==> config.mk <==
export PLATFORM = sky130hd
export DESIGN_NAME = gem_cell
export DESIGN_NICKNAME = d
export VERILOG_FILES = /design/src/gem_pkg.sv /design/src/gem_cell.sv
export SDC_FILE = /design/constraint.sdc
export NUM_CORES = 1
export LEC_CHECK = 0
export ABC_AREA = 0
export BUFFER_PORTS_ARGS = -buffer_cell sky130_fd_sc_hd__buf_2
export CAP_MARGIN = 20
export CORE_ASPECT_RATIO = 0.8
export CORE_MARGIN = 2
export CORE_UTILIZATION = 43
export CTS_CLUSTER_SIZE = 20
export DETAILED_ROUTE_END_ITERATION = 10
export GPL_ROUTABILITY_DRIVEN = 1
export GPL_TIMING_DRIVEN = 0
export PLACE_DENSITY = 0.8
export SLEW_MARGIN = 5
export SYNTH_ARGS = -nofsm -noshare
export SYNTH_HDL_FRONTEND = slang
export SYNTH_SLANG_ARGS = --single-unit
==> constraint.sdc <==
create_clock -name i_clk -period 4.2 [get_ports i_clk]
set_input_delay 0.63 -clock i_clk [delete_from_list [all_inputs] [get_ports i_clk]]
set_output_delay 0.63 -clock i_clk [all_outputs]
set_load 0.1 [all_outputs]
==> src/gem_pkg.sv <==
// shared types and constants for the gradient energy map
package gem_pkg;

    localparam int CH_W         = 8;
    localparam int WIDTH_REG_W  = 12;
    localparam int HEIGHT_REG_W = 13;
    localparam int CFG_IDX_W    = 1;
    localparam int CFG_DATA_W   = 13;
    localparam int ROW_W        = 13;
    localparam int COL_W        = 12;
    localparam int ENERGY_W     = 25;
    localparam int OUT_ROW_W    = 12;
    localparam int OUT_COL_W    = 11;

    localparam logic [CFG_IDX_W-1:0] CFG_IMAGE_WIDTH  = 1'b0;
    localparam logic [CFG_IDX_W-1:0] CFG_IMAGE_HEIGHT = 1'b1;

    localparam logic [ENERGY_W-1:0] BORDER_HALF = 25'd19999998;

    // position and border flags of one pixel as it moves down the chain
    typedef struct packed {
        logic [ROW_W-1:0] row;
        logic [COL_W-1:0] col;
        logic             has_above;
        logic             interior;
        logic             last_row;
        logic             last_col;
    } t_meta;

endpackage

==> src/gem_cell.sv <==
// one channel cell: adds its channel's two absolute differences to the running sum
module gem_cell #(
    parameter int CB = 8,
    parameter int K  = 0,
    localparam int PW = 3 * CB,
    localparam int SW = CB + 3
) (
    input  logic                 i_clk,
    input  logic                 i_rst_n,
    input  logic                 i_valid,
    output logic                 o_ready,
    input  logic [PW-1:0]        i_above,
    input  logic [PW-1:0]        i_right,
    input  logic [PW-1:0]        i_below,
    input  logic [SW-1:0]        i_sum,
    input  gem_pkg::t_meta       i_meta,
    output logic                 o_valid,
    input  logic                 i_ready,
    output logic [PW-1:0]        o_above,
    output logic [PW-1:0]        o_right,
    output logic [PW-1:0]        o_below,
    output logic [SW-1:0]        o_sum,
    output gem_pkg::t_meta       o_meta
);
    import gem_pkg::*;

    logic          r_valid;
    logic [PW-1:0] r_above;
    logic [PW-1:0] r_right;
    logic [PW-1:0] r_below;
    logic [SW-1:0] r_sum;
    t_meta         r_meta;

    logic [CB-1:0] a_ch;
    logic [CB-1:0] r_ch;
    logic [CB-1:0] b_ch;
    logic [CB-1:0] d_right;
    logic [CB-1:0] d_below;
    logic [SW-1:0] n_sum;

    always_comb begin
        a_ch    = i_above[K*CB +: CB];
        r_ch    = i_right[K*CB +: CB];
        b_ch    = i_below[K*CB +: CB];
        d_right = (a_ch > r_ch) ? (a_ch - r_ch) : (r_ch - a_ch);
        d_below = (a_ch > b_ch) ? (a_ch - b_ch) : (b_ch - a_ch);
        n_sum   = i_sum + SW'(d_right) + SW'(d_below);
    end

    assign o_ready = !r_valid || i_ready;

    always_ff @(posedge i_clk) begin
        if (!i_rst_n) begin
            r_valid <= 1'b0;
        end else if (o_ready) begin
            r_valid <= i_valid;
        end
    end

    always_ff @(posedge i_clk) begin
        if (o_ready && i_valid) begin
            r_above <= i_above;
            r_right <= i_right;
            r_below <= i_below;
            r_sum   <= n_sum;
            r_meta  <= i_meta;
        end
    end

    assign o_valid = r_valid;
    assign o_above = r_above;
    assign o_right = r_right;
    assign o_below = r_below;
    assign o_sum   = r_sum;
    assign o_meta  = r_meta;

endmodule

==> qor.yml, run 1 <==
clocking:
  htree_levels: 4
  cts_root_buf: "clkbuf_16"
  cts_tree: "done"
  path_clk_slew_ps: 60
  numCtsBuffers: 17
  clock_sinks: 113
  clk_latency_ps: 410
  clock_path_buffers: 2
global_routing:
  grt_max_degree: 74
  antenna_found_initial: 0
  track_usage_pct: 19.6
  grt_first_pass_wirelength_um: 19200
  grt_pass1_vias: 3666
  overflow: 0
min_path:
  worstHoldPathType: "in2reg"
cells_and_area:
  fillCellCount: 947
  drive_gt1_share_pct: 48.4
  fin_area_um2: 7460
  multi_input_area_um2: 1810
  area_growth_pct: 40.2
  final_cells: 780
  antennaDiodeCount: 0
  fin_nets: 782
  final_util_pct: 61.6
  final-seq-area_um2: 3380
timing:
  setup_tns_ps: 0
  maxSlewHeadroom_pct: 63.4
  max_freq_ghz: 0.247
  worst_pin_slew_ps: 549
  period_minus_slack_ps: 4060
  fin_worst_skew_ps: 6.34
  setup_violations: 0
  drv_slew: 0
  final_hold_viol_count: 0
  fin_crit_sh_pct: 96.6
route:
  drc: 0
  drtAntennaViolNets: 0
  drt_iter0_drc: 210
  via_count: 3806
  totalWireLength_um: 13500
  first_pass_iters: 5
  wire_per_inst_um: 17.3
  vias_per_cell: 4.88
place:
  port_buffers: 229
  placed_cell_area_um2: 6700
  dpl.hpwl_um: 9980
  place_inst: 742
  gp_congestion: 0.867
pwr:
  vdd_drop_max_mv: 0.288
  power_density_nw_per_um2: 617
  leakage_nw: 3.43
  total_power_mw: 4.60
run_status:
  status: "completed"
job:
  maxCapViolations: 0
floorplan:
  start_util_pct: 43.9
  core_um2: 12100
  die_h_um: 103
  num_io_pins: 230
  die_x_um: 128
  die-area_um2: 13300
  rows: 36
setup_path:
  endpoint_kind: "flop"
  cpPeakStageDelay_ps: 560
  cp-start-kind: "primary input"
  crit_chain: "buf_6 -> inv_4 -> ha_4 -> inv_2 -> fa_2 -> a21o_1 -> a221oi_4 -> a21oi_4 -> mux2i_2 -> xnor2_2 -> fa_1 -> inv_2 -> ha_4 -> a2111oi_4 -> o211ai_1 -> and3_1 -> o21ai_2 -> xnor2_1"
  crit_family: "compound AO/OA/AOI/OAI gates"
  r2r_slack_ps: 2510
  cp_data_arrival_time_ps: 4210
  crit_fanout: 5
  slowest_stage: "fa_1"
  critPathKind: "in2reg"
  critPathBufInv: 4
  cp.required_ps: 4360
logic_synthesis:
  ys_async_sr_fraction_pct: 0
  ys_seq_area_share_pct: 63.6
  synth_largest_area_cell: "edfxtp_1"
  synth_area_leaders: "edfxtp_1 (63%), ha_1 (8.9%), fa_1 (4.9%)"
  synth_edf_count: 112
  yosysWarnings: 0
  syn_avg_cell_area_um2: 14.8
  ys_ff_latch: 113
  synthFlopType: "edfxtp_1"
  synth_cell_types: 41
  syn-cell-area_um2: 5320
  synth_nets: 527
  synth_cells: 360
  synth_top_area_share_pct: 63.2
==> Yosys cell counts, types with 7 or more instances <==
| cell type | instances |
|---|---|
| nand2_1 | 11 |
| mux2i_1 | 16 |
| fa_1 | 13 |
| xnor2_1 | 12 |
| edfxtp_1 | 112 |
| ha_1 | 38 |
| inv_1 | 56 |
| a21o_1 | 9 |
| nor2_1 | 9 |
| a21oi_1 | 21 |
| o21ai_0 | 7 |
==> layer usage <==
metal / vias up / routed length, um / GRT usage (%)
li1: 1805 / - / -
met5: - / 0 / 0
met1: 1840 / 5560 / 23.7
met4: 0 / 261 / 7.78
met2: 140 / 6780 / 33.5
met3: 21 / 893 / 5.50
==> final timing paths <==
path / from / end / cells after the start
setup / recovery: i_above[0] / o_sum[10] / 18
hold / removal: i_right[19] / o_right[19] / 1
setup reg to reg: o_valid / o_right[17] / 3
hold reg to reg: o_valid / o_valid / 2
==> registers in the layout, summed over array words and instances, names as in the netlist <==
signal	count
o_meta	29
o_valid	1
o_above	24
o_below	24
o_right	24
o_sum	11
==> report_power, final <==
group	switching [mW]	internal [mW]
Sequential	0.0242	1.40
Clock	0.543	0.878
Combinational	1.27	0.487
==> final cells by class <==
cell class | count | area share, %
plain buffers | 6 | 0.604
clock buffers | 17 | 5.70
repair buffers | 237 | 16.5
flip-flops and latches | 113 | 45.4
multi-input cells | 184 | 24.3
clock inverters | 15 | 2.10
inverters | 56 | 2.85
well taps | 152 | 2.55
==> per-stage QoR <==
stage | setup slack (ps) | hold slack, ps
global route | -13.8 | 374
CTS | 7.76 | 377
finish | 144 | 395
detailed placement | -568 | 546
global placement | -547 | 498
floorplan | 0.799 | 729
==> kinds of logic after synthesis <==
logic type	share of synthesized area [%]
compound gates	7.93
flops	63.6
xor+xnor	2.63
mux	3.65
buf+inv	4.89
fa+ha+maj	13.8
simple gates	3.48
==> cell usage in the layout, fill, tap and decap left out, types with 5 or more instances in the layout <==
| master | n |
|---|---|
| nand2_1 | 11 |
| nor2_1 | 9 |
| fa_1 | 11 |
| inv_6 | 5 |
| buf_2 | 231 |
| buf_4 | 8 |
| edfxtp_1 | 112 |
| mux2i_1 | 13 |
| ha_1 | 35 |
| clkbuf_16 | 17 |
| xnor2_1 | 10 |
| a21oi_1 | 19 |
| inv_1 | 53 |
| a21o_1 | 9 |
==> repair_timing <==
item / CTS / global route
gates resized for setup: 7 / 22
endpoints found under the hold margin: 0 / 0
pin swaps: 8 / 15
endpoints found under the setup margin: 2 / 5
setup buffers: 5 / 2
hold buffers: 0 / 0
cloned: 0 / 0
No activity file was read; power rests on OpenSTA's default activity.
==> run 2: changes to the inputs <==
PLACE_DENSITY = not set   (was 0.8)
PLACE_DENSITY_LB_ADDON = 0.25   (was not set)
==> qor.yml, run 2 (same netlist as run 1, synthesis figures left out) <==
pwr:
  power_frac_clock_pct: 29.8  # was 30.9%
  power_density_nw_per_um2: 611  # was 617 nW/um2
  leakage_nw: 3.41  # was 3.43 nW
  pwr-share-seq_pct: 31.4  # was 31.0%
  p_int_mw: 2.76  # was 2.77 mW
  vdd_drop_max_mv: 0.299  # was 0.288 mV
  switching_share_pct: 39.2  # was 39.9%
  power.switching_mw: 1.78  # was 1.84 mW
  p_comb_share_pct: 38.8  # was 38.2%
route:
  wl_met2_um: 5870  # was 6780 um
  wirelength_met1_um: 5280  # was 5560 um
  vias_per_cell: 4.78  # was 4.88
  wire_per_inst_um: 15.7  # was 17.3 um
  first_pass_iters: 6  # was 5
  drc: 0  # unchanged
  drt_iter0_drc: 219  # was 210
  highest_layer: "met4"  # unchanged
  drtAntennaViolNets: 0  # unchanged
  wl_met3_um: 890  # was 893 um
  totalWireLength_um: 12300  # was 13500 um
  via_count: 3727  # was 3806
global_routing:
  overflow: 0  # unchanged
  grt_pass1_vias: 3471  # was 3666
  grt_max_degree: 58  # was 74
  track_usage_pct: 17.9  # was 19.6%
  antenna_found_initial: 0  # unchanged
  grt_first_pass_wirelength_um: 17600  # was 19200 um
timing:
  fin_worst_skew_ps: 8.24  # was 6.34 ps
  max_freq_ghz: 0.246  # was 0.247 GHz
  setup_violations: 0  # unchanged
  period_minus_slack_ps: 4060  # about the same
  worst_slack_ps: 142  # was 144 ps
  drv_slew: 0  # unchanged
  worst_pin_slew_ps: 773  # was 549 ps
  maxSlewHeadroom_pct: 48.4  # was 63.4%
  final_hold_viol_count: 0  # unchanged
  fin_crit_sh_pct: 96.6  # about the same
min_path:
  worstHoldPathType: "in2reg"  # unchanged
job:
  maxCapViolations: 0  # unchanged
cells_and_area:
  multi_input_area_um2: 1800  # was 1810 um2
  antennaDiodeCount: 0  # unchanged
  fin_nets: 782  # unchanged
  drive_gt1_share_pct: 47.7  # was 48.4%
  fin_area_um2: 7430  # was 7460 um2
  final-seq-area_um2: 3380  # unchanged
  largest_reg_flops: 29  # unchanged
  final_util_pct: 61.3  # was 61.6%
  fillCellCount: 959  # was 947
  final_cell_mix: "buf_2 (230), edfxtp_1 (112), inv_1 (54)"  # was buf_2 (231), edfxtp_1 (112), inv_1 (53)
  layout_commonest_cell: "buf_2"  # unchanged
  final_cells: 779  # was 780
  area_growth_pct: 39.7  # was 40.2%
clocking:
  clock_path_buffers: 2  # unchanged
  hold_buffers: 0  # unchanged
  path_clk_slew_ps: 60  # about the same
  cts_root_buf: "clkbuf_16"  # unchanged
  cts_tree: "done"  # unchanged
  numCtsBuffers: 17  # unchanged
  clock_sinks: 113  # unchanged
  clk_latency_ps: 420  # was 410 ps
  htree_levels: 4  # unchanged
setup_path:
  crit_chain: "clkbuf_4 -> ha_4 -> inv_2 -> fa_2 -> a21o_1 -> a221oi_4 -> a21oi_4 -> buf_4 -> mux2i_2 -> xnor2_1 -> fa_1 -> inv_1 -> ha_2 -> a2111oi_4 -> o211ai_1 -> and3_1 -> o21ai_2 -> xnor2_1"  # was buf_6 -> inv_4 -> ha_4 -> inv_2 -> fa_2 -> a21o_1 -> a221oi_4 -> a21oi_4 -> mux2i_2 -> xnor2_2 -> fa_1 -> inv_2 -> ha_4 -> a2111oi_4 -> o211ai_1 -> and3_1 -> o21ai_2 -> xnor2_1
  crit_fanout: 4  # was 5
  cp.required_ps: 4360  # about the same
  cp_data_arrival_time_ps: 4220  # was 4210 ps
  r2r_slack_ps: 2410  # was 2510 ps
  endpoint_kind: "flop"  # unchanged
  slowest_stage: "fa_1"  # unchanged
  cpMostUsedCell: "xnor2_1"
  crit_family: "compound AO/OA/AOI/OAI gates"  # unchanged
  cpPeakStageDelay_ps: 520  # was 560 ps
  critPathBufInv: 4  # unchanged
  critPathKind: "in2reg"  # unchanged
  cp-start-kind: "primary input"  # unchanged
run_status:
  status: "completed"  # unchanged
place:
  placed_cell_area_um2: 6700  # unchanged
  dpl.hpwl_um: 9140  # was 9980 um
  port_buffers: 229  # unchanged
  gp_congestion: 0.905  # was 0.867
  place_inst: 742  # unchanged
  pre_cts_slack_ps: -541  # was -568 ps
floorplan:
  die-area_um2: 13300  # unchanged
  core_um2: 12100  # unchanged
  rows: 36  # unchanged
  start_util_pct: 43.9  # unchanged
  die_x_um: 128  # unchanged
  die_h_um: 103  # unchanged
  num_io_pins: 230  # unchanged
run 2: cell count changes in the layout (fill, tap and decap cells not counted), sizes merged:
cell	previous run	this run
inv	61	56
clkbuf	17	22
buf	243	242
run 2: repair_timing:
action	4_1_cts	5_1_grt
resized for setup	9	22
setup endpoints to repair	2	5
buffers inserted	3	4
pin swaps	11	15
run 2: power by group through the flow:
stage	sequential (mW)	combinational [mW]	clock [mW]
floorplan	2.21	0.586	0
global placement	1.45	1.62	0
finish	1.42	1.76	1.35
detailed placement	1.45	1.64	0
global route	1.43	1.87	1.43
CTS	1.42	1.70	1.38
run 2: routing by layer:
metal / up-vias / global-route usage (%)
met4: 0 / 8.28
met5: - / 0
met2: 156 / 27.7
met1: 1747 / 23.0
li1: 1805 / -
met3: 19 / 6.12
run 2: final timing paths:
check | start | to | depth (start not counted)
min | i_below[23] | o_below[23] | 1
min reg2reg | o_valid | o_valid | 2
max | i_right[0] | o_sum[10] | 18
max reg2reg | o_valid | o_sum[0] | 3
run 2: cell type report:
cell class | instances | share of cell area [%]
Buffer | 6 | 0.606
Clock buffer | 21 | 5.93
Clock inverter | 10 | 1.53
Inverter | 56 | 2.90
Multi-Input combinational cell | 184 | 24.2
Sequential cell | 113 | 45.5
Tap cell | 152 | 2.56
Timing Repair Buffer | 237 | 16.7
run 2: stage by stage:
stage	power (mW)	hold WS, ps	setup TNS [ps]
after floorplan	2.80	729	0
after global placement	3.07	499	-1920
after detailed placement	3.09	532	-1980
after CTS	4.51	371	0
after global routing	4.74	364	-18.4
final	4.54	391	0
==> run 3: changes to the inputs <==
RECOVER_POWER = 50   (was not set)
==> qor.yml, run 3 (same netlist as run 1, synthesis figures left out) <==
run_status:
  status: "finished with violations"  # was completed
  violations: "capacitance limit, slew limit"
timing:
  drv_slew: 56  # was 0
  final_hold_viol_count: 0  # unchanged
  setup_tns_ps: 0  # unchanged
  period_minus_slack_ps: 4060  # about the same
  fin_crit_sh_pct: 96.6  # about the same
  fin_worst_skew_ps: 8.89  # was 8.24 ps
  max_freq_ghz: 0.246  # about the same
  worst_pin_slew_ps: 2630  # was 773 ps
  setup_violations: 0  # unchanged
  maxSlewHeadroom_pct: -75.4  # was 48.4%
cells_and_area:
  drive_gt1_share_pct: 43.5  # was 47.7%
  fillCellCount: 982  # was 959
  antennaDiodeCount: 0  # unchanged
  area_growth_pct: 39.0  # was 39.7%
  layout_commonest_cell: "buf_2"  # unchanged
  largest_reg_flops: 29  # unchanged
  fin_nets: 782  # unchanged
  final_cell_mix: "buf_2 (205), edfxtp_1 (112), inv_1 (54)"  # was buf_2 (230), edfxtp_1 (112), inv_1 (54)
min_path:
  whs_path_depth: 1  # unchanged
  worstHoldStart: "i_below[23]"  # unchanged
  worstHoldEndpoint: "o_below[23]"  # unchanged
  worstHoldPathType: "in2reg"  # unchanged
route:
  vias_per_cell: 4.80  # was 4.78
  wl_met2_um: 5900  # was 5870 um
  wirelength_met1_um: 5280  # about the same
  wl_met3_um: 878  # was 890 um
  drt_iter0_drc: 231  # was 219
  highest_layer: "met4"  # unchanged
  first_pass_iters: 6  # unchanged
  drc: 0  # unchanged
  totalWireLength_um: 12300  # about the same
  wire_per_inst_um: 15.7  # about the same
  drtAntennaViolNets: 0  # unchanged
  via_count: 3736  # was 3727
floorplan:
  rows: 36  # unchanged
  num_io_pins: 230  # unchanged
  die_x_um: 128  # unchanged
  die-area_um2: 13300  # unchanged
  core_um2: 12100  # unchanged
  start_util_pct: 43.9  # unchanged
  die_h_um: 103  # unchanged
setup_path:
  r2r_slack_ps: 1170  # was 2410 ps
  critPathKind: "in2reg"  # unchanged
  slowest_stage: "fa_1"  # unchanged
  r2r-end: "o_sum[0]"  # unchanged
  critPathBufInv: 4  # unchanged
  crit_chain: "clkbuf_4 -> ha_4 -> inv_2 -> fa_2 -> a21o_1 -> a221oi_4 -> a21oi_4 -> buf_4 -> mux2i_2 -> xnor2_1 -> fa_1 -> inv_1 -> ha_2 -> a2111oi_4 -> o211ai_1 -> and3_1 -> o21ai_2 -> xnor2_1"  # unchanged
  cpMostUsedCell: "xnor2_1"  # unchanged
  endpoint_kind: "flop"  # unchanged
  crit_family: "compound AO/OA/AOI/OAI gates"  # unchanged
  cp.required_ps: 4360  # about the same
  r2r_start: "o_valid"  # unchanged
  cp.depth: 18  # unchanged
  crit_fanout: 4  # unchanged
  cp-start-kind: "primary input"  # unchanged
  reg2reg_depth: 3  # unchanged
  cp_data_arrival_time_ps: 4220  # about the same
  cpPeakStageDelay_ps: 520  # about the same
place:
  dpl.hpwl_um: 9140  # unchanged
  port_buffers: 229  # unchanged
  gp_congestion: 0.905  # unchanged
pwr:
  total_power_mw: 4.53  # was 4.54 mW
  vdd_drop_max_mv: 0.303  # was 0.299 mV
  leakage_nw: 3.34  # was 3.41 nW
  power_density_nw_per_um2: 613  # was 611 nW/um2
clocking:
  clock_path_buffers: 2  # unchanged
  clock_sinks: 113  # unchanged
  cts_root_buf: "clkbuf_16"  # unchanged
  numCtsBuffers: 17  # unchanged
  htree_levels: 4  # unchanged
  path_clk_slew_ps: 60  # about the same
  clk_latency_ps: 420  # about the same
  cts_tree: "done"  # unchanged
global_routing:
  grt_max_degree: 58  # unchanged
  grt_first_pass_wirelength_um: 17600  # unchanged
  overflow: 0  # unchanged
  grt_pass1_vias: 3471  # unchanged
  track_usage_pct: 17.9  # unchanged
  antenna_found_initial: 0  # unchanged
job:
  maxCapViolations: 1  # was 0
## run 3: changes by cell type in the layout (fill, tap and decap cells not counted)
cell      before  now
and2_1         1    2
and2_4         1    0
buf_2        230  205
clkbuf_1       4   29
## run 3: how the worst max path moves through the flow
stage	startpoint	to	slack (ps)
final	i_right[0]	o_sum[10]	140
after global routing	i_above[0]	o_sum[10]	-20
after CTS	i_above[0]	o_sum[10]	8
after detailed placement	i_above[0]	o_sum[10]	-540
after global placement	i_above[0]	o_sum[10]	-540
after floorplan	i_above[0]	o_sum[10]	0.8
## run 3: report_power, final
part	internal, mW	total [mW]	switching, mW
combinational	0.485	1.76	1.27
clock	0.864	1.35	0.489
sequential	1.40	1.43	0.0216
total	2.75	4.53	1.78
## run 3: area by class of cell
class	instances	area (um2)	area share, %
plain buffers	6	45.0	0.609
clock buffers	21	440	5.95
clock inverters	10	114	1.54
inverters	56	215	2.91
multi-input cells	184	1800	24.3
flip-flops and latches	113	3380	45.7
well taps	152	190	2.57
repair buffers	237	1210	16.4
## run 3: timing repair
action,CTS,global route
endpoints found under the hold margin,0,0
hold buffers,0,0
gates resized for setup,9,22
buffers inserted,3,4
pin swaps,11,15
endpoints found under the setup margin,2,5
## run 3: metal layers
| metal | track usage, % | vias up |
|---|---|---|
| met1 | 23.0 | 1754 |
| met2 | 27.7 | 158 |
| met4 | 8.28 | 0 |
| met3 | 6.12 | 19 |
| met5 | 0 | - |
| li1 | - | 1805 |
## run 3: through the flow
stage	cells	instance area (um2)	util (%)	worst slack, ps	hold WS (ps)
after global placement	741	6670	55.1	-536	499
after global routing	779	7400	61.0	-18.4	364
after detailed placement	742	6700	55.3	-541	532
after floorplan	360	5340	-	0.799	729
final	779	7400	61.0	142	391
after CTS	776	7320	60.5	7.54	371
